## src/design/battery_protection_supervisor_unit_defines.svh

```systemverilog
// Assertion macros shared by the battery protection supervisor RTL.
`ifndef BATTERY_PROTECTION_SUPERVISOR_UNIT_DEFINES_SVH
`define BATTERY_PROTECTION_SUPERVISOR_UNIT_DEFINES_SVH

// Same-cycle implication, disabled while reset is asserted.
`define BPS_ASSERT_NOW(lbl, clk, rst_n, ante, cons, msg) \
    lbl: assert property (@(posedge clk) disable iff (!(rst_n)) (ante) |-> (cons)) \
        else $error(msg);

// Next-cycle implication, disabled while reset is asserted.
`define BPS_ASSERT_NEXT(lbl, clk, rst_n, ante, cons, msg) \
    lbl: assert property (@(posedge clk) disable iff (!(rst_n)) (ante) |=> (cons)) \
        else $error(msg);

`endif

```

## src/design/bps_pkg.sv

```systemverilog
// Types and constants for the battery protection supervisor.
package bps_pkg;

    localparam int CFG_W     = 24;
    localparam int CFG_IDX_W = 3;

    // Configuration register indexes
    localparam logic [CFG_IDX_W-1:0] CFG_TEMP_DIS  = 3'd0;
    localparam logic [CFG_IDX_W-1:0] CFG_TEMP_CHG  = 3'd1;
    localparam logic [CFG_IDX_W-1:0] CFG_CUR_DIS   = 3'd2;
    localparam logic [CFG_IDX_W-1:0] CFG_CUR_CHG   = 3'd3;
    localparam logic [CFG_IDX_W-1:0] CFG_CUR_ZERO  = 3'd4;
    localparam logic [CFG_IDX_W-1:0] CFG_MATCH_WIN = 3'd5;
    localparam logic [CFG_IDX_W-1:0] CFG_NOISE     = 3'd6;

    // Configuration reset values
    localparam logic [CFG_W-1:0] RST_TEMP_DIS  = 24'h337F38;
    localparam logic [CFG_W-1:0] RST_TEMP_CHG  = 24'h413A8E;
    localparam logic [CFG_W-1:0] RST_CUR_DIS   = 24'hFAE147;
    localparam logic [CFG_W-1:0] RST_CUR_CHG   = 24'h3F7CED;
    localparam logic [CFG_W-1:0] RST_CUR_ZERO  = 24'h800000;
    localparam logic [CFG_W-1:0] RST_MATCH_WIN = 24'h00FFFF;
    localparam logic [CFG_W-1:0] RST_NOISE     = 24'h000FFF;

    // Request kinds
    localparam logic [1:0] MODE_TICK    = 2'd0;
    localparam logic [1:0] MODE_CURRENT = 2'd1;
    localparam logic [1:0] MODE_TEMP    = 2'd2;

    // Monitor sequence steps
    localparam logic [3:0] STEP_CLEAR = 4'd1;
    localparam logic [3:0] STEP_CHIP0 = 4'd3;
    localparam logic [3:0] STEP_CHIP1 = 4'd5;
    localparam logic [3:0] STEP_CHIP2 = 4'd7;
    localparam logic [3:0] STEP_LAST  = 4'd8;

    // Relay bits
    localparam logic [4:0] RL_BATT  = 5'h01;
    localparam logic [4:0] RL_ARRAY = 5'h02;
    localparam logic [4:0] RL_PRE   = 5'h04;
    localparam logic [4:0] RL_MAIN  = 5'h08;
    localparam logic [4:0] RL_EXT   = 5'h10;
    localparam int         RL_PRE_BIT  = 2;
    localparam int         RL_MAIN_BIT = 3;

    // Reported supervisor state codes
    localparam logic [2:0] CODE_SELFCHECK  = 3'd0;
    localparam logic [2:0] CODE_BPSREADY   = 3'd1;
    localparam logic [2:0] CODE_ARRAYREADY = 3'd2;
    localparam logic [2:0] CODE_CANCHECK   = 3'd3;
    localparam logic [2:0] CODE_PRECHARGE  = 3'd4;
    localparam logic [2:0] CODE_NORMAL     = 3'd5;

    typedef enum logic [5:0] {
        ST_SELFCHECK  = 6'b000001,
        ST_BPSREADY   = 6'b000010,
        ST_ARRAYREADY = 6'b000100,
        ST_CANCHECK   = 6'b001000,
        ST_PRECHARGE  = 6'b010000,
        ST_NORMAL     = 6'b100000
    } t_state;

    function automatic logic [2:0] state_code(t_state s);
        logic [2:0] code;
        case (s)
            ST_SELFCHECK:  code = CODE_SELFCHECK;
            ST_BPSREADY:   code = CODE_BPSREADY;
            ST_ARRAYREADY: code = CODE_ARRAYREADY;
            ST_CANCHECK:   code = CODE_CANCHECK;
            ST_PRECHARGE:  code = CODE_PRECHARGE;
            ST_NORMAL:     code = CODE_NORMAL;
            default:       code = CODE_SELFCHECK;
        endcase
        return code;
    endfunction

endpackage

```

## src/design/battery_protection_supervisor_unit.sv

```systemverilog
// Battery protection supervisor: one request in, one status result out, up to one per cycle.
// Usage: each accepted request (status tick, current sample or cell temperature sample)
// produces exactly one result, held while the sink's stall (i_stall) stays high; a new
// request can be taken every cycle while o_stall is low. The request is held in an input
// register, evaluated by one pass of compare logic against the supervisor state, and the
// updated state is the result register that drives the o_ status ports while o_valid is
// high. Configuration is written through i_cfg_we, i_cfg_index and i_cfg_data and must
// only be changed while no request is in flight.
`include "battery_protection_supervisor_unit_defines.svh"

module battery_protection_supervisor_unit #(
    parameter int ADC_BITS = 24
) (
    input  logic                         i_clk,
    input  logic                         i_rst_n,

    input  logic                         i_valid,
    output logic                         o_stall,
    input  logic [1:0]                   i_mode,
    input  logic [2:0]                   i_chip_fault_mask,
    input  logic                         i_voltage_read_fail,
    input  logic [ADC_BITS-1:0]          i_adc_sample,
    input  logic [ADC_BITS-1:0]          i_battery_signal,
    input  logic [ADC_BITS-1:0]          i_precharge_signal,
    input  logic [ADC_BITS-1:0]          i_contactor_signal,

    output logic                         o_valid,
    input  logic                         i_stall,
    output logic [4:0]                   o_relay_mask,
    output logic [2:0]                   o_supervisor_state,
    output logic                         o_kill,
    output logic                         o_precharge_done,
    output logic                         o_contactor_done,
    output logic [2:0]                   o_monitor_error_mask,

    input  logic                         i_cfg_we,
    input  logic [bps_pkg::CFG_IDX_W-1:0] i_cfg_index,
    input  logic [bps_pkg::CFG_W-1:0]     i_cfg_data
);

    localparam int CMP_W = (ADC_BITS > bps_pkg::CFG_W) ? ADC_BITS : bps_pkg::CFG_W;

    // Configuration
    logic [bps_pkg::CFG_W-1:0] r_cfg_temp_dis;
    logic [bps_pkg::CFG_W-1:0] r_cfg_temp_chg;
    logic [bps_pkg::CFG_W-1:0] r_cfg_cur_dis;
    logic [bps_pkg::CFG_W-1:0] r_cfg_cur_chg;
    logic [bps_pkg::CFG_W-1:0] r_cfg_cur_zero;
    logic [bps_pkg::CFG_W-1:0] r_cfg_match_win;
    logic [bps_pkg::CFG_W-1:0] r_cfg_noise;

    // Input register
    logic                r_in_valid;
    logic [1:0]          r_in_mode;
    logic [2:0]          r_in_fault;
    logic                r_in_vfail;
    logic [ADC_BITS-1:0] r_in_sample;
    logic [ADC_BITS-1:0] r_in_batt;
    logic [ADC_BITS-1:0] r_in_pre;
    logic [ADC_BITS-1:0] r_in_cont;

    // Supervisor state, also the result register
    logic                r_out_valid;
    bps_pkg::t_state     r_state, n_state;
    logic [3:0]          r_step, n_step;
    logic [2:0]          r_err, n_err;
    logic                r_kill, n_kill;
    logic                r_pre, n_pre;
    logic                r_cc, n_cc;
    logic [4:0]          r_relay, n_relay;
    logic                r_dis, n_dis;
    logic [ADC_BITS-1:0] r_bref, n_bref;

    logic                in_acc;
    logic                adv;
    logic [CMP_W-1:0]    sample;
    logic [CMP_W-1:0]    temp_lim;

    function automatic logic sig_match(
        logic [ADC_BITS-1:0]       sig,
        logic [ADC_BITS-1:0]       ref_val,
        logic [bps_pkg::CFG_W-1:0] win,
        logic [bps_pkg::CFG_W-1:0] floor_val
    );
        logic [ADC_BITS-1:0] diff;
        diff = (ref_val >= sig) ? (ref_val - sig) : (sig - ref_val);
        return (CMP_W'(diff) < CMP_W'(win)) && (CMP_W'(sig) > CMP_W'(floor_val));
    endfunction

    // Result register frees up when empty or taken this cycle
    assign adv     = r_in_valid && (!r_out_valid || !i_stall);
    assign o_stall = r_in_valid && r_out_valid && i_stall;
    assign in_acc  = i_valid && !o_stall;

    always_comb begin
        n_state  = r_state;
        n_step   = r_step;
        n_err    = r_err;
        n_kill   = r_kill;
        n_pre    = r_pre;
        n_cc     = r_cc;
        n_relay  = r_relay;
        n_dis    = r_dis;
        n_bref   = r_bref;
        sample   = CMP_W'(r_in_sample);
        temp_lim = r_dis ? CMP_W'(r_cfg_temp_dis) : CMP_W'(r_cfg_temp_chg);

        case (r_in_mode)
            bps_pkg::MODE_TICK: begin
                n_step = r_step + 4'd1;
                n_kill = |r_in_fault;
                case (n_step)
                    bps_pkg::STEP_CLEAR: n_err = '0;
                    bps_pkg::STEP_CHIP0: if (r_in_vfail) n_err[0] = 1'b1;
                    bps_pkg::STEP_CHIP1: if (r_in_vfail) n_err[1] = 1'b1;
                    bps_pkg::STEP_CHIP2: if (r_in_vfail) n_err[2] = 1'b1;
                    default: begin
                        if (n_step > bps_pkg::STEP_LAST) n_step = '0;
                    end
                endcase

                // read errors are tolerated during selfcheck
                if (n_err != '0 && r_state != bps_pkg::ST_SELFCHECK) n_kill = 1'b1;

                if (n_step == bps_pkg::STEP_LAST) begin
                    n_step = '0;
                    case (r_state)
                        bps_pkg::ST_SELFCHECK: begin
                            if (n_kill) begin
                                // withdraw kill and re-init monitors
                                n_kill = 1'b0;
                                n_err  = '0;
                            end else begin
                                n_state = bps_pkg::ST_BPSREADY;
                            end
                        end
                        bps_pkg::ST_BPSREADY: begin
                            n_relay = n_relay | bps_pkg::RL_BATT;
                            n_state = bps_pkg::ST_ARRAYREADY;
                        end
                        bps_pkg::ST_ARRAYREADY: begin
                            n_relay = n_relay | bps_pkg::RL_ARRAY;
                            n_state = bps_pkg::ST_CANCHECK;
                        end
                        bps_pkg::ST_CANCHECK: begin
                            n_state = bps_pkg::ST_PRECHARGE;
                        end
                        bps_pkg::ST_PRECHARGE: begin
                            n_relay = n_relay | bps_pkg::RL_PRE | bps_pkg::RL_EXT;
                            if (r_bref == '0) n_bref = r_in_batt;
                            if (!r_pre) begin
                                if (n_bref != '0) begin
                                    n_pre = sig_match(r_in_pre, n_bref, r_cfg_match_win,
                                                      r_cfg_noise);
                                end
                            end else if (!r_cc) begin
                                n_relay = (n_relay & ~bps_pkg::RL_PRE) | bps_pkg::RL_MAIN;
                                if (n_bref != '0 && sig_match(r_in_cont, n_bref,
                                                              r_cfg_match_win, r_cfg_noise))
                                begin
                                    n_cc    = 1'b1;
                                    n_relay = n_relay & ~bps_pkg::RL_EXT;
                                    n_state = bps_pkg::ST_NORMAL;
                                end
                            end
                        end
                        default: ;
                    endcase
                end
            end
            bps_pkg::MODE_CURRENT: begin
                n_dis = sample >= CMP_W'(r_cfg_cur_zero);
                if (n_dis) begin
                    if (sample >= CMP_W'(r_cfg_cur_dis)) n_kill = 1'b1;
                end else if (sample <= CMP_W'(r_cfg_cur_chg)) begin
                    n_kill = 1'b1;
                end
            end
            bps_pkg::MODE_TEMP: begin
                if (sample <= temp_lim) n_kill = 1'b1;
            end
            default: ;
        endcase

        if (n_kill) begin
            n_relay = '0;
            n_pre   = 1'b0;
            n_cc    = 1'b0;
            n_state = bps_pkg::ST_SELFCHECK;
        end
    end

    always_ff @(posedge i_clk) begin
        if (!i_rst_n) begin
            r_cfg_temp_dis  <= bps_pkg::RST_TEMP_DIS;
            r_cfg_temp_chg  <= bps_pkg::RST_TEMP_CHG;
            r_cfg_cur_dis   <= bps_pkg::RST_CUR_DIS;
            r_cfg_cur_chg   <= bps_pkg::RST_CUR_CHG;
            r_cfg_cur_zero  <= bps_pkg::RST_CUR_ZERO;
            r_cfg_match_win <= bps_pkg::RST_MATCH_WIN;
            r_cfg_noise     <= bps_pkg::RST_NOISE;
        end else if (i_cfg_we) begin
            case (i_cfg_index)
                bps_pkg::CFG_TEMP_DIS:  r_cfg_temp_dis  <= i_cfg_data;
                bps_pkg::CFG_TEMP_CHG:  r_cfg_temp_chg  <= i_cfg_data;
                bps_pkg::CFG_CUR_DIS:   r_cfg_cur_dis   <= i_cfg_data;
                bps_pkg::CFG_CUR_CHG:   r_cfg_cur_chg   <= i_cfg_data;
                bps_pkg::CFG_CUR_ZERO:  r_cfg_cur_zero  <= i_cfg_data;
                bps_pkg::CFG_MATCH_WIN: r_cfg_match_win <= i_cfg_data;
                bps_pkg::CFG_NOISE:     r_cfg_noise     <= i_cfg_data;
                default: ;
            endcase
        end
    end

    always_ff @(posedge i_clk) begin
        if (!i_rst_n) begin
            r_in_valid  <= 1'b0;
            r_out_valid <= 1'b0;
            r_state     <= bps_pkg::ST_SELFCHECK;
            r_step      <= '0;
            r_err       <= '0;
            r_kill      <= 1'b0;
            r_pre       <= 1'b0;
            r_cc        <= 1'b0;
            r_relay     <= '0;
            r_dis       <= 1'b0;
            r_bref      <= '0;
        end else begin
            if (in_acc) begin
                r_in_valid <= 1'b1;
            end else if (adv) begin
                r_in_valid <= 1'b0;
            end

            if (adv) begin
                r_out_valid <= 1'b1;
            end else if (!i_stall) begin
                r_out_valid <= 1'b0;
            end

            if (adv) begin
                r_state <= n_state;
                r_step  <= n_step;
                r_err   <= n_err;
                r_kill  <= n_kill;
                r_pre   <= n_pre;
                r_cc    <= n_cc;
                r_relay <= n_relay;
                r_dis   <= n_dis;
                r_bref  <= n_bref;
            end
        end
    end

    always_ff @(posedge i_clk) begin
        if (in_acc) begin
            r_in_mode   <= i_mode;
            r_in_fault  <= i_chip_fault_mask;
            r_in_vfail  <= i_voltage_read_fail;
            r_in_sample <= i_adc_sample;
            r_in_batt   <= i_battery_signal;
            r_in_pre    <= i_precharge_signal;
            r_in_cont   <= i_contactor_signal;
        end
    end

    assign o_valid              = r_out_valid;
    assign o_relay_mask         = r_relay;
    assign o_supervisor_state   = bps_pkg::state_code(r_state);
    assign o_kill               = r_kill;
    assign o_precharge_done     = r_pre;
    assign o_contactor_done     = r_cc;
    assign o_monitor_error_mask = r_err;

    `BPS_ASSERT_NOW(a_kill_isolates, i_clk, i_rst_n, o_valid && o_kill,
        o_relay_mask == 5'h00 && o_supervisor_state == bps_pkg::CODE_SELFCHECK
        && !o_precharge_done && !o_contactor_done, "kill without full isolation")
    `BPS_ASSERT_NOW(a_contactor_normal, i_clk, i_rst_n, o_valid && o_contactor_done,
        o_supervisor_state == bps_pkg::CODE_NORMAL && o_relay_mask[bps_pkg::RL_MAIN_BIT]
        && !o_relay_mask[bps_pkg::RL_PRE_BIT], "contactor closed outside normal")
    `BPS_ASSERT_NOW(a_step_range, i_clk, i_rst_n, 1'b1, r_step < bps_pkg::STEP_LAST,
        "monitor step out of range")
    `BPS_ASSERT_NOW(a_stall_full, i_clk, i_rst_n, o_stall, r_in_valid && o_valid && i_stall,
        "stall without full pipeline")
    `BPS_ASSERT_NEXT(a_state_hold, i_clk, i_rst_n, !adv,
        $stable(r_state) && $stable(r_relay) && $stable(r_step),
        "state changed without a request")

endmodule
```

## config.mk

```make
export PLATFORM = sky130hd
export DESIGN_NAME = battery_protection_supervisor_unit
export DESIGN_NICKNAME = d
export VERILOG_FILES = /design/src/design/bps_pkg.sv /design/src/design/battery_protection_supervisor_unit.sv
export VERILOG_INCLUDE_DIRS = /design/src /design/src/design
export SDC_FILE = /design/constraint.sdc
export NUM_CORES = 1
export LEC_CHECK = 0
export ABC_AREA = 1
export BUFFER_PORTS_ARGS = -buffer_cell sky130_fd_sc_hd__buf_4
export CELL_PAD_IN_SITES_DETAIL_PLACEMENT = 1
export CELL_PAD_IN_SITES_GLOBAL_PLACEMENT = 1
export CORE_MARGIN = 1.5
export CORE_UTILIZATION = 41
export DETAILED_ROUTE_END_ITERATION = 6
export GPL_TIMING_DRIVEN = 0
export PLACE_DENSITY = 0.72
export SYNTH_ARGS = -nofsm -noshare
export SYNTH_HDL_FRONTEND = slang
export SYNTH_SLANG_ARGS = --single-unit
export TNS_END_PERCENT = 10
```

## constraint.sdc

```tcl
create_clock -name i_clk -period 12 [get_ports i_clk]
set_input_delay 0.6 -clock i_clk [delete_from_list [all_inputs] [get_ports i_clk]]
set_output_delay 0.6 -clock i_clk [all_outputs]
set_load 0.01 [all_outputs]
```

# After elaboration in Yosys (flattened, before gate mapping)
# Index checks and enable logic that the tools add are counted.
# word_totals
regBits,318
input_bits,134
out_inout_bits,16
word_cells,182
# classes
n_addsub,5
magnitude_cmp,11
eq_ne,29
mux,65
n_reduce_logical,44
# op_table
cell,count
24-bit two-way mux,7
24-bit >= comparator,4
24-bit subtractor,4
24-bit greater-than comparator,2
24-bit <= comparator,2
24-bit less-than comparator,2
6-bit two-way mux,7
1-bit two-way mux,31
5-bit two-way mux,6
6-bit case mux with 5 select lines,1
24-bit logical NOT,1
24-bit nonzero test,1
2-bit AND reduction,9
6-bit AND reduction,3
4-bit two-way mux,4
8-bit AND reduction,2
3-bit case mux with 5 select lines,1
5-bit case mux with 3 select lines,1
2-bit nonzero test,7
3-bit inequality test (second input constant),4
3-bit equality test (second input constant),3
3-bit two-way mux,3
4-bit by 3-bit equality test with 1-bit output (second input constant),2
1-bit logical AND,8
other kinds (30),39

# Longest topological paths before layout
# Gate-level depths: netlist of the first run.
# depth
depth_word,20
depth_mapped,38
ltp_nobuf,38

# Worst setup path after synthesis of the first run
# Ideal clock, no wire load.
# synth_timing
path_kind,register -> register
from,register r_bref[13]
to,register r_state[2]
setup_ns,0.113
arrival_ns,4.334
required_time_ns,11.887
path_slack_ns,7.553
stages_incl_launch_ff,37
path_buffers,1
period_less_slack_ns,4.447
path_cell_list,dfxtp_1 -> inv_1 -> nand4_1 -> nor2_2 -> nand3_2 -> inv_2 -> nand2_1 -> nand2_1 -> inv_1 -> ha_1 -> fa_1 -> o21ai_1 -> a21oi_2 -> inv_2 -> o21ai_1 -> nand2_1 -> nand2_1 -> nand2_4 -> buf_6 -> nand2_1 -> a21oi_1 -> o22ai_1 -> xnor2_1 -> inv_1 -> ha_1 -> a21oi_1 -> nor2_1 -> a211oi_1 -> o21ai_0 -> a21oi_1 -> nand2_1 -> nor2_1 -> nand3_1 -> nand3_2 -> nand3_4 -> nor2_1 -> nor2_1
# synth_via
elab_chain_cells,12
elab_cells_between_ends,15
classes_between,add/sub: 2; order compare: 2; eq/ne: 1; mux: 5; reduce/logical: 5
# synth_lines
element,line,rtl
"start, declared",battery_protection_supervisor_unit.sv:72,"logic [ADC_BITS-1:0] r_bref, n_bref;"
"start signal, assigned",battery_protection_supervisor_unit.sv:251,r_bref <= n_bref;
24-bit logical NOT,battery_protection_supervisor_unit.sv:150,if (r_bref == '0) n_bref = r_in_batt;
24-bit two-way mux (*),battery_protection_supervisor_unit.sv:150,
24-bit two-way mux (*),battery_protection_supervisor_unit.sv:127,case (r_state)
24-bit two-way mux (*),battery_protection_supervisor_unit.sv:125,if (n_step == bps_pkg::STEP_LAST) begin
24-bit two-way mux (*),battery_protection_supervisor_unit.sv:108,case (r_in_mode)
24-bit subtractor / 24-bit >= comparator (equally long branches),battery_protection_supervisor_unit.sv:86,diff = (ref_val >= sig) ? (ref_val - sig) : (sig - ref_val);
24-bit two-way mux,battery_protection_supervisor_unit.sv:86,
24-bit less-than comparator,battery_protection_supervisor_unit.sv:87,return (CMP_W'(diff) < CMP_W'(win)) && (CMP_W'(sig) > CMP_W'(floor_val));
1-bit logical AND,battery_protection_supervisor_unit.sv:87,
1-bit logical AND (*),battery_protection_supervisor_unit.sv:158,"if (n_bref != '0 && sig_match(r_in_cont, n_bref,"
3-bit inequality test (no source line) (*),n/a,
8-bit AND reduction (no source line) (*),n/a,
"end signal, assigned",battery_protection_supervisor_unit.sv:220,r_state <= bps_pkg::ST_SELFCHECK;
"end signal, assigned",battery_protection_supervisor_unit.sv:243,r_state <= n_state;
"end, declared",battery_protection_supervisor_unit.sv:64,"bps_pkg::t_state r_state, n_state;"
# Mark *: on every way between the ends. The rest lies on a longest branch, timed or not. The select of a mux whose other input is x is not followed.
# A chain may end at the register's enable or synchronous reset.

# Worst setup path after layout of the first run
# layout_timing
from,register r_bref[1]
to,register r_state[2]
# The elaborated chain is that of the path after synthesis.

==> results of run 1 <==
==> area by class of cell <==
type	count	area (µm²)
fill	6281	26100
multi-input combinational	1890	11800
sequential	318	7390
inverter	441	1660
timing repair buffer	150	1150
clock buffer	57	1140
tap	672	841
buffer	69	298
clock inverter	16	151
==> sequential cells by signal, summed over array words and instances, names as in the netlist, 5 cells and up <==
| signal | cells |
|---|---|
| r_cfg_temp_dis | 24 |
| r_cfg_match_win | 24 |
| r_cfg_cur_zero | 24 |
| r_cfg_cur_dis | 24 |
| r_bref | 24 |
| o_relay_mask | 5 |
| r_in_sample | 24 |
| r_cfg_noise | 24 |
| r_state | 6 |
| r_cfg_cur_chg | 24 |
| r_in_cont | 24 |
| r_in_pre | 24 |
| r_cfg_temp_chg | 24 |
| r_in_batt | 24 |
==> critical path, delay by kind of cell (launching register included) <==
family	cells	cell delay, ns
AND/OR/NAND/NOR	18	2.75
adder cells (fa/ha/maj)	3	1.01
buffers and inverters	5	0.63
AO/OA/AOI/OAI	9	1.69
XOR/XNOR	1	0.16
flip-flops	1	0.33
==> worst max-delay path by stage <==
| stage | cells past startpoint | endpoint | slack (ns) |
|---|---|---|---|
| 2_1_floorplan | 36 | r_state[2] | 7.55 |
| 3_3_place_gp | 36 | r_state[4] | 5.68 |
| 3_5_place_dp | 36 | r_state[2] | 5.57 |
| 4_1_cts | 36 | r_state[2] | 5.50 |
| 5_1_grt | 36 | r_state[4] | 4.99 |
| 6_report | 36 | r_state[2] | 5.33 |
==> cells in the final DEF (no fill, tap or decap), types with 5 or more instances in the layout <==
master,synthesis,final
a211oi_1,13,13
a21o_1,10,10
a21oi_1,316,316
a31oi_1,12,12
buf_2,10,10
buf_4,1,150
clkbuf_1,55,64
clkbuf_16,0,40
clkbuf_8,0,8
clkinv_2,0,8
dfxtp_1,216,216
edfxtp_1,102,102
ha_1,291,291
inv_1,425,424
inv_2,14,14
mux2i_1,33,33
nand2_1,468,468
nand3_1,68,68
nand3_2,7,7
nand4_1,42,42
nor2_1,215,215
nor2_2,6,6
nor3_1,13,13
nor4_1,6,6
o2111ai_1,5,5
o211ai_1,52,52
o21a_1,12,12
o21ai_0,207,207
o21ai_1,17,17
o21bai_1,7,7
o221ai_1,7,7
xnor2_1,19,19
xor2_1,27,27
==> cells by family (layout without fill, tap and decap cells) <==
group                      after synthesis  in the layout  synth area share [%]
DFF                                    318            318                  35.0
AOI/OAI and AO/OA                      680            680                  18.1
buffers and inverters                  510            733                  9.27
and+or+nand+nor                        835            835                  16.5
xor gates and xnor gates                46             46                  1.91
muxes                                   34             34                  1.63
adders and majority gates              295            295                  17.6
==> per-layer routing <==
| metal | track usage [%] | vias up | routed length [µm] |
|---|---|---|---|
| met5 | 0 | - | 10 |
| met4 | 7.72 | 2 | 1890 |
| met3 | 3.77 | 98 | 3960 |
| met2 | 47.0 | 458 | 35400 |
| met1 | 42.7 | 9749 | 38200 |
| li1 | - | 9504 | - |
==> power by group <==
part	switching (mW)	total (mW)	internal (mW)	leakage, nW
Combinational	0.490	0.745	0.256	8.24
Sequential	0.0328	1.19	1.16	2.75
Clock	0.520	1.19	0.673	0.629
Total	1.04	3.13	2.09	11.6
==> per-stage QoR <==
| step | setup slack, ns | utilization, % |
|---|---|---|
| final | 5.33 | 48.3 |
| after detailed placement | 5.57 | 45.7 |
| after global routing | 4.99 | 48.3 |
| after floorplan | 7.55 | - |
| after global placement | 5.68 | 45.7 |
| after CTS | 5.50 | 48.3 |
==> out/metrics.yaml, run 1 <==
power.leakage_nw: 11.6
clockBufferDepth: 3
ios: 150
clk_pin_slew_ns: 0.06
start_util_pct: 41.8
reg2reg_to: "r_state[2]"
drv_slew: 0
netlist.area_leader.share_pct: 20.5
final_cells: 3613
antennaDiodeCount: 0
critPathMaxFanout: 10
max_cap_violations: 0
synthFlopType: "dfxtp_1"
cts_root_buf: "clkbuf_16"
max-vdd-ir-drop_mv: 0.109
hold_viol_final: 0
cp-end-kind: "flop"
whs_path_depth: 1
die_w_um: 230
gr-usage-all-layers_pct: 29.8
post_dp_cell_area_um2: 23100
crit_required_ns: 12.50
cts_hold_buffers: 0
dp_hpwl_mm: 64.6
gp_congestion: 0.905
wl_per_cell_um: 22.0
synthCells: 2718
die_y_um: 230
rsz0062_at_grt: "false"
grt_max_degree: 65
synthTopCellsByArea: "dfxtp_1 20%, ha_1 17%, edfxtp_1 15%"
start_kind: "flop"
yosys.area.top_type: "dfxtp_1"
tightest_slew_ns: 1.19
drt_first_pass_iters: 5
finalPower_mw: 3.13
hold_end: "r_in_cont[19]"
drive_gt1_share_pct: 9.52
async_flop_share_pct: 0
drtAntennaViolNets: 0
crit_top_cell: "nand2_1"
syn_nets: 3147
core.rowCount: 82
syn_to_final_growth_pct: 15.6
drc: 0
cpMaxStageDelayCell: "fa_1"
skew_ns: 0.0208
fmax_ghz: 0.150
grt_pass1_wl_mm: 121
cts_buffers: 40
timing.slew.headroom_pct: 20.9
first_global_vias: 20200
timing.rr.start: "r_bref[1]"
fin_area_um2: 24400
totalWireLength_mm: 79.4
clock_sinks: 318
yosys_warnings: 0
outcome: "finished, final reports clean"
antenna_found_initial: 2
drt_iter0_markers: 1345
worstSetupStartpoint: "r_bref[1]"
fin_nets: 3339
cts_tree: "yes"
setup-tns-final_ns: 0
synth_common_cells: "468 x nand2_1, 425 x inv_1, 316 x a21oi_1, 291 x ha_1, 216 x dfxtp_1"
final.period_utilization_pct: 55.6
cts_repair_resize_count: 0
ys_types: 56
synth-seq-area-share_pct: 35.0
num_vias: 19800
crit_arrival_ns: 7.18
avgSynthCellArea_um2: 7.76
clk_latency_ns: 0.58
r2r_slack_ns: 5.33
synthMostInstantiatedCell: "nand2_1"
h-tree-depth: 2
die_area_um2: 52800
setup.worst_path.class: "flop to flop"
core_area_um2: 50500
synthesis.area_um2: 21100
period_needed_ns: 6.67
ys_ff_latch: 318
setup_viol: 0
power.density_nw_per_um2: 128
min_path_type: "input port to flop"
reg2regPathDepth: 36
via_per_inst: 5.48
io_buffers: 149
timing.hold.ws_ns: 0.187
min_from: "i_contactor_signal[19]"
post-cts-setup-buffers: 0
slowest_delay_ns: 0.43
overflow: 0
synth-edff-count: 102
placed_cells: 3540
No activity file was read; power rests on OpenSTA's default activity.
==> run 2: changes to the inputs <==
==> constraint.sdc (replaced) <==
create_clock -name i_clk -period 6.3 [get_ports i_clk]
set_input_delay 0.315 -clock i_clk [delete_from_list [all_inputs] [get_ports i_clk]]
set_output_delay 0.315 -clock i_clk [all_outputs]
set_load 0.01 [all_outputs]
==> run 2 against run 1 <==
Worst setup slack worse by 5.0 ns. Clock power grew 92%. Largest power group is now the clock network. Utilization grew 2.3 points. Largest cell class unchanged. Final cell count increased by 3.0%. Clock skew down 0.00090 ns. Die area unchanged. First-iteration DRC count is 6.8% higher. Total power is 93% higher. Hold slack got worse by 0.16 ns. Design area rose by 4.8%.
==> out/metrics.yaml, run 2 (synthesized netlist as in run 1, its figures left out) <==
outcome: "finished, final reports clean"
clockBufferDepth: 3  # unchanged
wl_per_cell_um: 22.0  # about the same
setup_viol: 0  # unchanged
start_util_pct: 41.8  # unchanged
clk_pin_slew_ns: 0.06  # about the same
worst_slack_ns: 0.285  # -5.04 ns
route.met2.wl_mm: 37.2  # +5.0%
ios: 150  # unchanged
drc: 0  # unchanged
start_kind: "flop"
power.leakage_nw: 12.1  # +4.1%
final_common_cell: "nand2_1"
fin_nets: 3447  # +3.2%
slowest_delay_ns: 0.45  # +0.02 ns
die_w_um: 230  # unchanged
period_needed_ns: 6.01  # -0.659 ns
crit_arrival_ns: 6.50  # -0.68 ns
pwr-share-clk_pct: 37.7  # -0.4 points
core_area_um2: 50500  # unchanged
die_area_um2: 52800  # unchanged
tightest_slew_ns: 1.16  # -0.0219 ns
cts_buffers: 40  # unchanged
swShare_pct: 33.3  # about the same
crit_top_cell: "nand2_1"
wl_met1_mm: 38.6  # +1.1%
power.density_nw_per_um2: 236  # +84%
totalWireLength_mm: 81.8  # +3.0%
fmax_ghz: 0.166  # +11%
cp-end-kind: "flop"
skew_ns: 0.0199  # -0.000899 ns
setup-tns-final_ns: 0  # unchanged
final.period_utilization_pct: 95.5  # +40 points
p_comb_share_pct: 24.8  # +1.0 points
die_y_um: 230  # unchanged
crit_required_ns: 6.79  # -5.71 ns
drive_gt1_share_pct: 9.81  # +0.29 points
drv_slew: 0  # unchanged
hold_viol_final: 0  # unchanged
layout_common_cells: "465 x nand2_1, 424 x inv_1, 313 x a21oi_1"
syn_to_final_growth_pct: 21.2
core.rowCount: 82  # unchanged
h-tree-depth: 2  # unchanged
max-vdd-ir-drop_mv: 0.207  # +91%
highest_layer: "met4"
timing.slew.headroom_pct: 22.4  # +1.5 points
routed-wl-met3_mm: 4.06  # +2.3%
cts_tree: "yes"
antenna_found_initial: 1  # -1
num_vias: 20300  # +2.3%
dp_hpwl_mm: 64.6  # unchanged
critPathMaxFanout: 10  # unchanged
via_per_inst: 5.45  # -0.66%
drt_first_pass_iters: 5  # unchanged
min_path_type: "input port to flop"
clk_latency_ns: 0.58  # about the same
power_switching_mw: 2.01  # +93%
cpMaxStageDelayCell: "fa_1"
overflow: 0  # unchanged
grt_max_degree: 65  # unchanged
gp_congestion: 0.905  # unchanged
gr-usage-all-layers_pct: 30.5  # +0.77 points
cts_root_buf: "clkbuf_16"
pre_cts_slack_ns: -0.125  # -5.70 ns
grt_pass1_wl_mm: 124  # +2.7%
setup.worst_path.class: "flop to flop"
min_from: "i_cfg_data[23]"
timing.hold.ws_ns: 0.0256  # -0.162 ns
first_global_vias: 20800  # +3.0%
worstSetupStartpoint: "r_bref[1]"
max_cap_violations: 0  # unchanged
io_buffers: 149  # unchanged
timing.rr.start: "r_bref[1]"
clock_sinks: 318  # unchanged
pwr-share-seq_pct: 37.6  # -0.5 points
drtAntennaViolNets: 0  # unchanged
p_int_mw: 4.03  # +93%
drt_iter0_markers: 1437  # +6.8%
==> run 2: cell types whose count changed in the layout (fill, tap and decap cells not counted), sizes merged <==
cell and change:
buf +5, dlygate4sd3 +102, clkbuf +1, diode +1
==> run 2: power groups by stage <==
| stage | clock, mW | combinational (mW) | sequential (mW) |
|---|---|---|---|
| CTS | 2.30 | 1.46 | 2.27 |
| floorplan | 0 | 0.882 | 2.29 |
| global route | 2.39 | 1.65 | 2.28 |
| detailed placement | 0 | 1.40 | 2.31 |
| global placement | 0 | 1.34 | 2.31 |
| finish | 2.28 | 1.50 | 2.27 |
==> run 2: stage by stage <==
stage                     cell area [µm²]  power (mW)  std cells  utilization [%]
after global routing                25600        6.32       3721             50.6
after detailed placement            23100        3.71       3540             45.7
final                               25600        6.04       3722             50.6
after global placement              23100        3.65       3539             45.7
after CTS                           25400        6.03       3715             50.3
after floorplan                     21100        3.17       2718                -
==> run 2: critical path: cells and delay by family (launching register included) <==
kind	cells	cell delay [ns]
compound gates	8	1.38
xor+xnor	1	0.34
fa+ha+maj	3	0.87
buf+inv	6	0.86
flops	1	0.33
simple gates	16	2.09
==> run 2: routing by layer <==
| layer | GRT usage, % | vias up |
|---|---|---|
| li1 | - | 9728 |
| met1 | 43.1 | 9959 |
| met2 | 49.1 | 489 |
| met3 | 3.81 | 97 |
| met4 | 7.99 | 0 |
| met5 | 0 | - |
==> run 2: timing repair <==
item,in CTS,in global routing
buffers inserted,0,6
hold endpoints to repair,102,0
gates resized for setup,2,23
endpoints found under the setup margin,7,9
pin swaps,0,6
hold buffers,102,0
==> run 2: path summary, 6_finish.rpt <==
check	to	slack (ns)	depth (start not counted)
worst max-delay path	o_precharge_done	0.29	34
worst min-delay path	r_cfg_cur_dis[23]	0.03	3
worst max register to register	o_precharge_done	0.29	34
worst min register to register	r_cfg_cur_dis[3]	0.46	2
==> run 2: cell type report <==
class                           count  area [µm²]
Fill cell                        6214       24900
Multi-Input combinational cell   1890       11800
Sequential cell                   318        7390
Timing Repair Buffer              258        2220
Inverter                          441        1670
Clock buffer                       57        1140
Tap cell                          672         841
Buffer                             69         303
Clock inverter                     16         151
Antenna cell                        1        2.50
==> run 3: changes to the inputs <==
--- a/config.mk
+++ b/config.mk
@@ -8,13 +8,13 @@
 export LEC_CHECK = 0
 export ABC_AREA = 1
 export BUFFER_PORTS_ARGS = -buffer_cell sky130_fd_sc_hd__buf_4
-export CELL_PAD_IN_SITES_DETAIL_PLACEMENT = 1
-export CELL_PAD_IN_SITES_GLOBAL_PLACEMENT = 1
+export CELL_PAD_IN_SITES_DETAIL_PLACEMENT = 2
+export CELL_PAD_IN_SITES_GLOBAL_PLACEMENT = 2
 export CORE_MARGIN = 1.5
-export CORE_UTILIZATION = 41
+export CORE_UTILIZATION = 37
 export DETAILED_ROUTE_END_ITERATION = 6
 export GPL_TIMING_DRIVEN = 0
-export PLACE_DENSITY = 0.72
+export PLACE_DENSITY = 0.8
 export SYNTH_ARGS = -nofsm -noshare
 export SYNTH_HDL_FRONTEND = slang
 export SYNTH_SLANG_ARGS = --single-unit
==> run 3 against run 2 <==
Largest cell class unchanged. Die area grew 11%. Clock-buffer cell count is the same. Largest power group unchanged. Hold slack gained 0.018 ns. Clock skew shrank 0.0020 ns. Utilization shrank 4.8 points. Flip-flop and latch count is the same.
==> out/metrics.yaml, run 3 (synthesized netlist as in run 1, its figures left out) <==
outcome: "finished, final reports clean"
drtAntennaViolNets: 0  # unchanged
cts_root_buf: "clkbuf_16"
grt_pass1_wl_mm: 141  # +14%
dp_hpwl_mm: 71.6  # +11%
crit_top_cell: "nand2_1"
worst_slack_ns: 0.217  # -0.0687 ns
slowest_delay_ns: 0.45  # about the same
grt_max_degree: 63  # -3.1%
fin_util_pct: 45.9  # -4.8 points
hold_viol_final: 0  # unchanged
die_y_um: 242  # +5.2%
drive_gt1_share_pct: 10.4  # +0.62 points
skew_ns: 0.0179  # -0.00200 ns
min_from: "i_cfg_data[8]"
min_path_type: "input port to flop"
die_area_um2: 58500  # +11%
clk_latency_ns: 0.58  # about the same
placed_cells: 3624  # +2.4%
wl_per_cell_um: 24.8  # +13%
drt_iter0_markers: 1148  # -20%
core.rowCount: 87  # +6.1%
clk_pin_slew_ns: 0.07  # about the same
crit_arrival_ns: 6.49  # about the same
final_common_cell: "nand2_1"
antenna_found_initial: 1  # unchanged
h-tree-depth: 2  # unchanged
fmax_ghz: 0.164  # -1.1%
tightest_slew_ns: 1.31  # +0.141 ns
max-vdd-ir-drop_mv: 0.217  # +4.4%
setup_viol: 0  # unchanged
cpMaxStageDelayCell: "fa_1"
totalWireLength_mm: 94.8  # +16%
crit_required_ns: 6.70  # -0.09 ns
overflow: 0  # unchanged
drv_slew: 0  # unchanged
gp_congestion: 0.890  # -1.7%
via_per_inst: 5.45  # about the same
max_cap_violations: 0  # unchanged
fin_area_um2: 25900  # +1.1%
cp-end-kind: "flop"
final_cells: 3817  # +2.6%
post_dp_cell_area_um2: 23200  # +0.46%
finalPower_mw: 6.22  # +2.9%
p_int_mw: 4.10  # +1.8%
gr-usage-all-layers_pct: 31.6  # +1.1 points
power_switching_mw: 2.12  # +5.1%
start_kind: "flop"
final.period_utilization_pct: 96.6  # +1.1 points
timing.slew.headroom_pct: 13.0  # -9.4 points
ios: 150  # unchanged
pwr-share-seq_pct: 36.6  # -1.0 points
clockBufferDepth: 3  # unchanged
layout_common_cells: "465 x nand2_1, 423 x inv_1, 312 x a21oi_1"
first_global_vias: 22900  # +10%
p_comb_share_pct: 25.8  # +1.0 points
pre_cts_slack_ns: -0.482  # -0.356 ns
power.leakage_nw: 12.2  # +0.71%
drc: 0  # unchanged
timing.rr.start: "r_bref[7]"
num_vias: 20800  # +2.6%
worstSetupStartpoint: "r_bref[7]"
die_w_um: 242  # +5.2%
drt_first_pass_iters: 5  # unchanged
cts_buffers: 40  # unchanged
cts_tree: "yes"
critPathMaxFanout: 9  # -1
period_needed_ns: 6.08  # +0.0687 ns
pwr-share-clk_pct: 37.6  # about the same
swShare_pct: 34.0  # +0.71 points
start_util_pct: 37.4  # -4.4 points
clock_sinks: 318  # unchanged
io_buffers: 149  # unchanged
core_area_um2: 56400  # +12%
syn_to_final_growth_pct: 22.5
fin_nets: 3456  # +0.26%
power.density_nw_per_um2: 240  # +1.8%
setup.worst_path.class: "flop to flop"
run 3: changes by cell type in the layout (fill, tap and decap cells not counted), moves of 3 or more:
cell        before  now
buf_4          156  166
a21oi_4          0    3
buf_2            8    5
clkinvlp_4       3    0
o21ai_0        207  204
run 3: final timing paths:
kind / endpoint / slack [ns] / depth (start not counted)
setup / recovery: o_precharge_done / 0.22 / 33
hold / removal: r_cfg_temp_dis[8] / 0.04 / 3
setup reg to reg: o_precharge_done / 0.22 / 33
hold reg to reg: r_cfg_temp_dis[16] / 0.46 / 2
run 3: metal layers:
layer | up-vias | global-route usage, % | wire length (µm)
met5 | - | 0 | 0
met4 | 0 | 8.77 | 2520
met3 | 126 | 3.25 | 3530
met2 | 417 | 54.4 | 45300
met1 | 10500 | 42.0 | 43500
li1 | 9740 | - | -
run 3: through the flow:
step           TNS [ns]  hold slack [ns]
2_1_floorplan         0            0.414
4_1_cts               0           0.0183
3_5_place_dp      -3.12            0.447
3_3_place_gp      -1.57            0.439
6_report              0           0.0440
5_1_grt          -0.162           0.0473
run 3: worst max-delay path: cells and delay by family, from the launching register on:
| kind | cells | cell delay, ns |
|---|---|---|
| AND/OR/NAND/NOR | 20 | 3.03 |
| adder cells (fa/ha/maj) | 3 | 0.99 |
| AO/OA/AOI/OAI | 4 | 0.73 |
| buffers and inverters | 5 | 0.63 |
| flip-flops | 1 | 0.30 |
| XOR/XNOR | 1 | 0.23 |
run 3: power by group through the flow:
| stage | registers (mW) | clock network, mW | logic (mW) |
|---|---|---|---|
| final | 2.27 | 2.34 | 1.60 |
| after floorplan | 2.29 | 0 | 0.882 |
| after detailed placement | 2.32 | 0 | 1.45 |
| after global routing | 2.28 | 2.46 | 1.75 |
| after CTS | 2.27 | 2.36 | 1.53 |
| after global placement | 2.32 | 0 | 1.36 |
run 3: timing repair:
action / in CTS / in global routing
setup endpoints to repair: 9 / 9
buffers inserted: 1 / 14
resized for setup: 12 / 45
pin swaps: 2 / 18
cloned: 0 / 0
hold buffers: 102 / 0
endpoints found under the hold margin: 102 / 0
run 3: final cells by class:
type | instances | area (µm²)
clock inverters | 17 | 150
plain buffers | 69 | 322
repair buffers | 267 | 2300
multi-input cells | 1890 | 11900
fillers | 6422 | 30500
well taps | 756 | 946
diodes | 2 | 5.00
clock buffers | 57 | 1160
flip-flops and latches | 318 | 7390
inverters | 441 | 1670
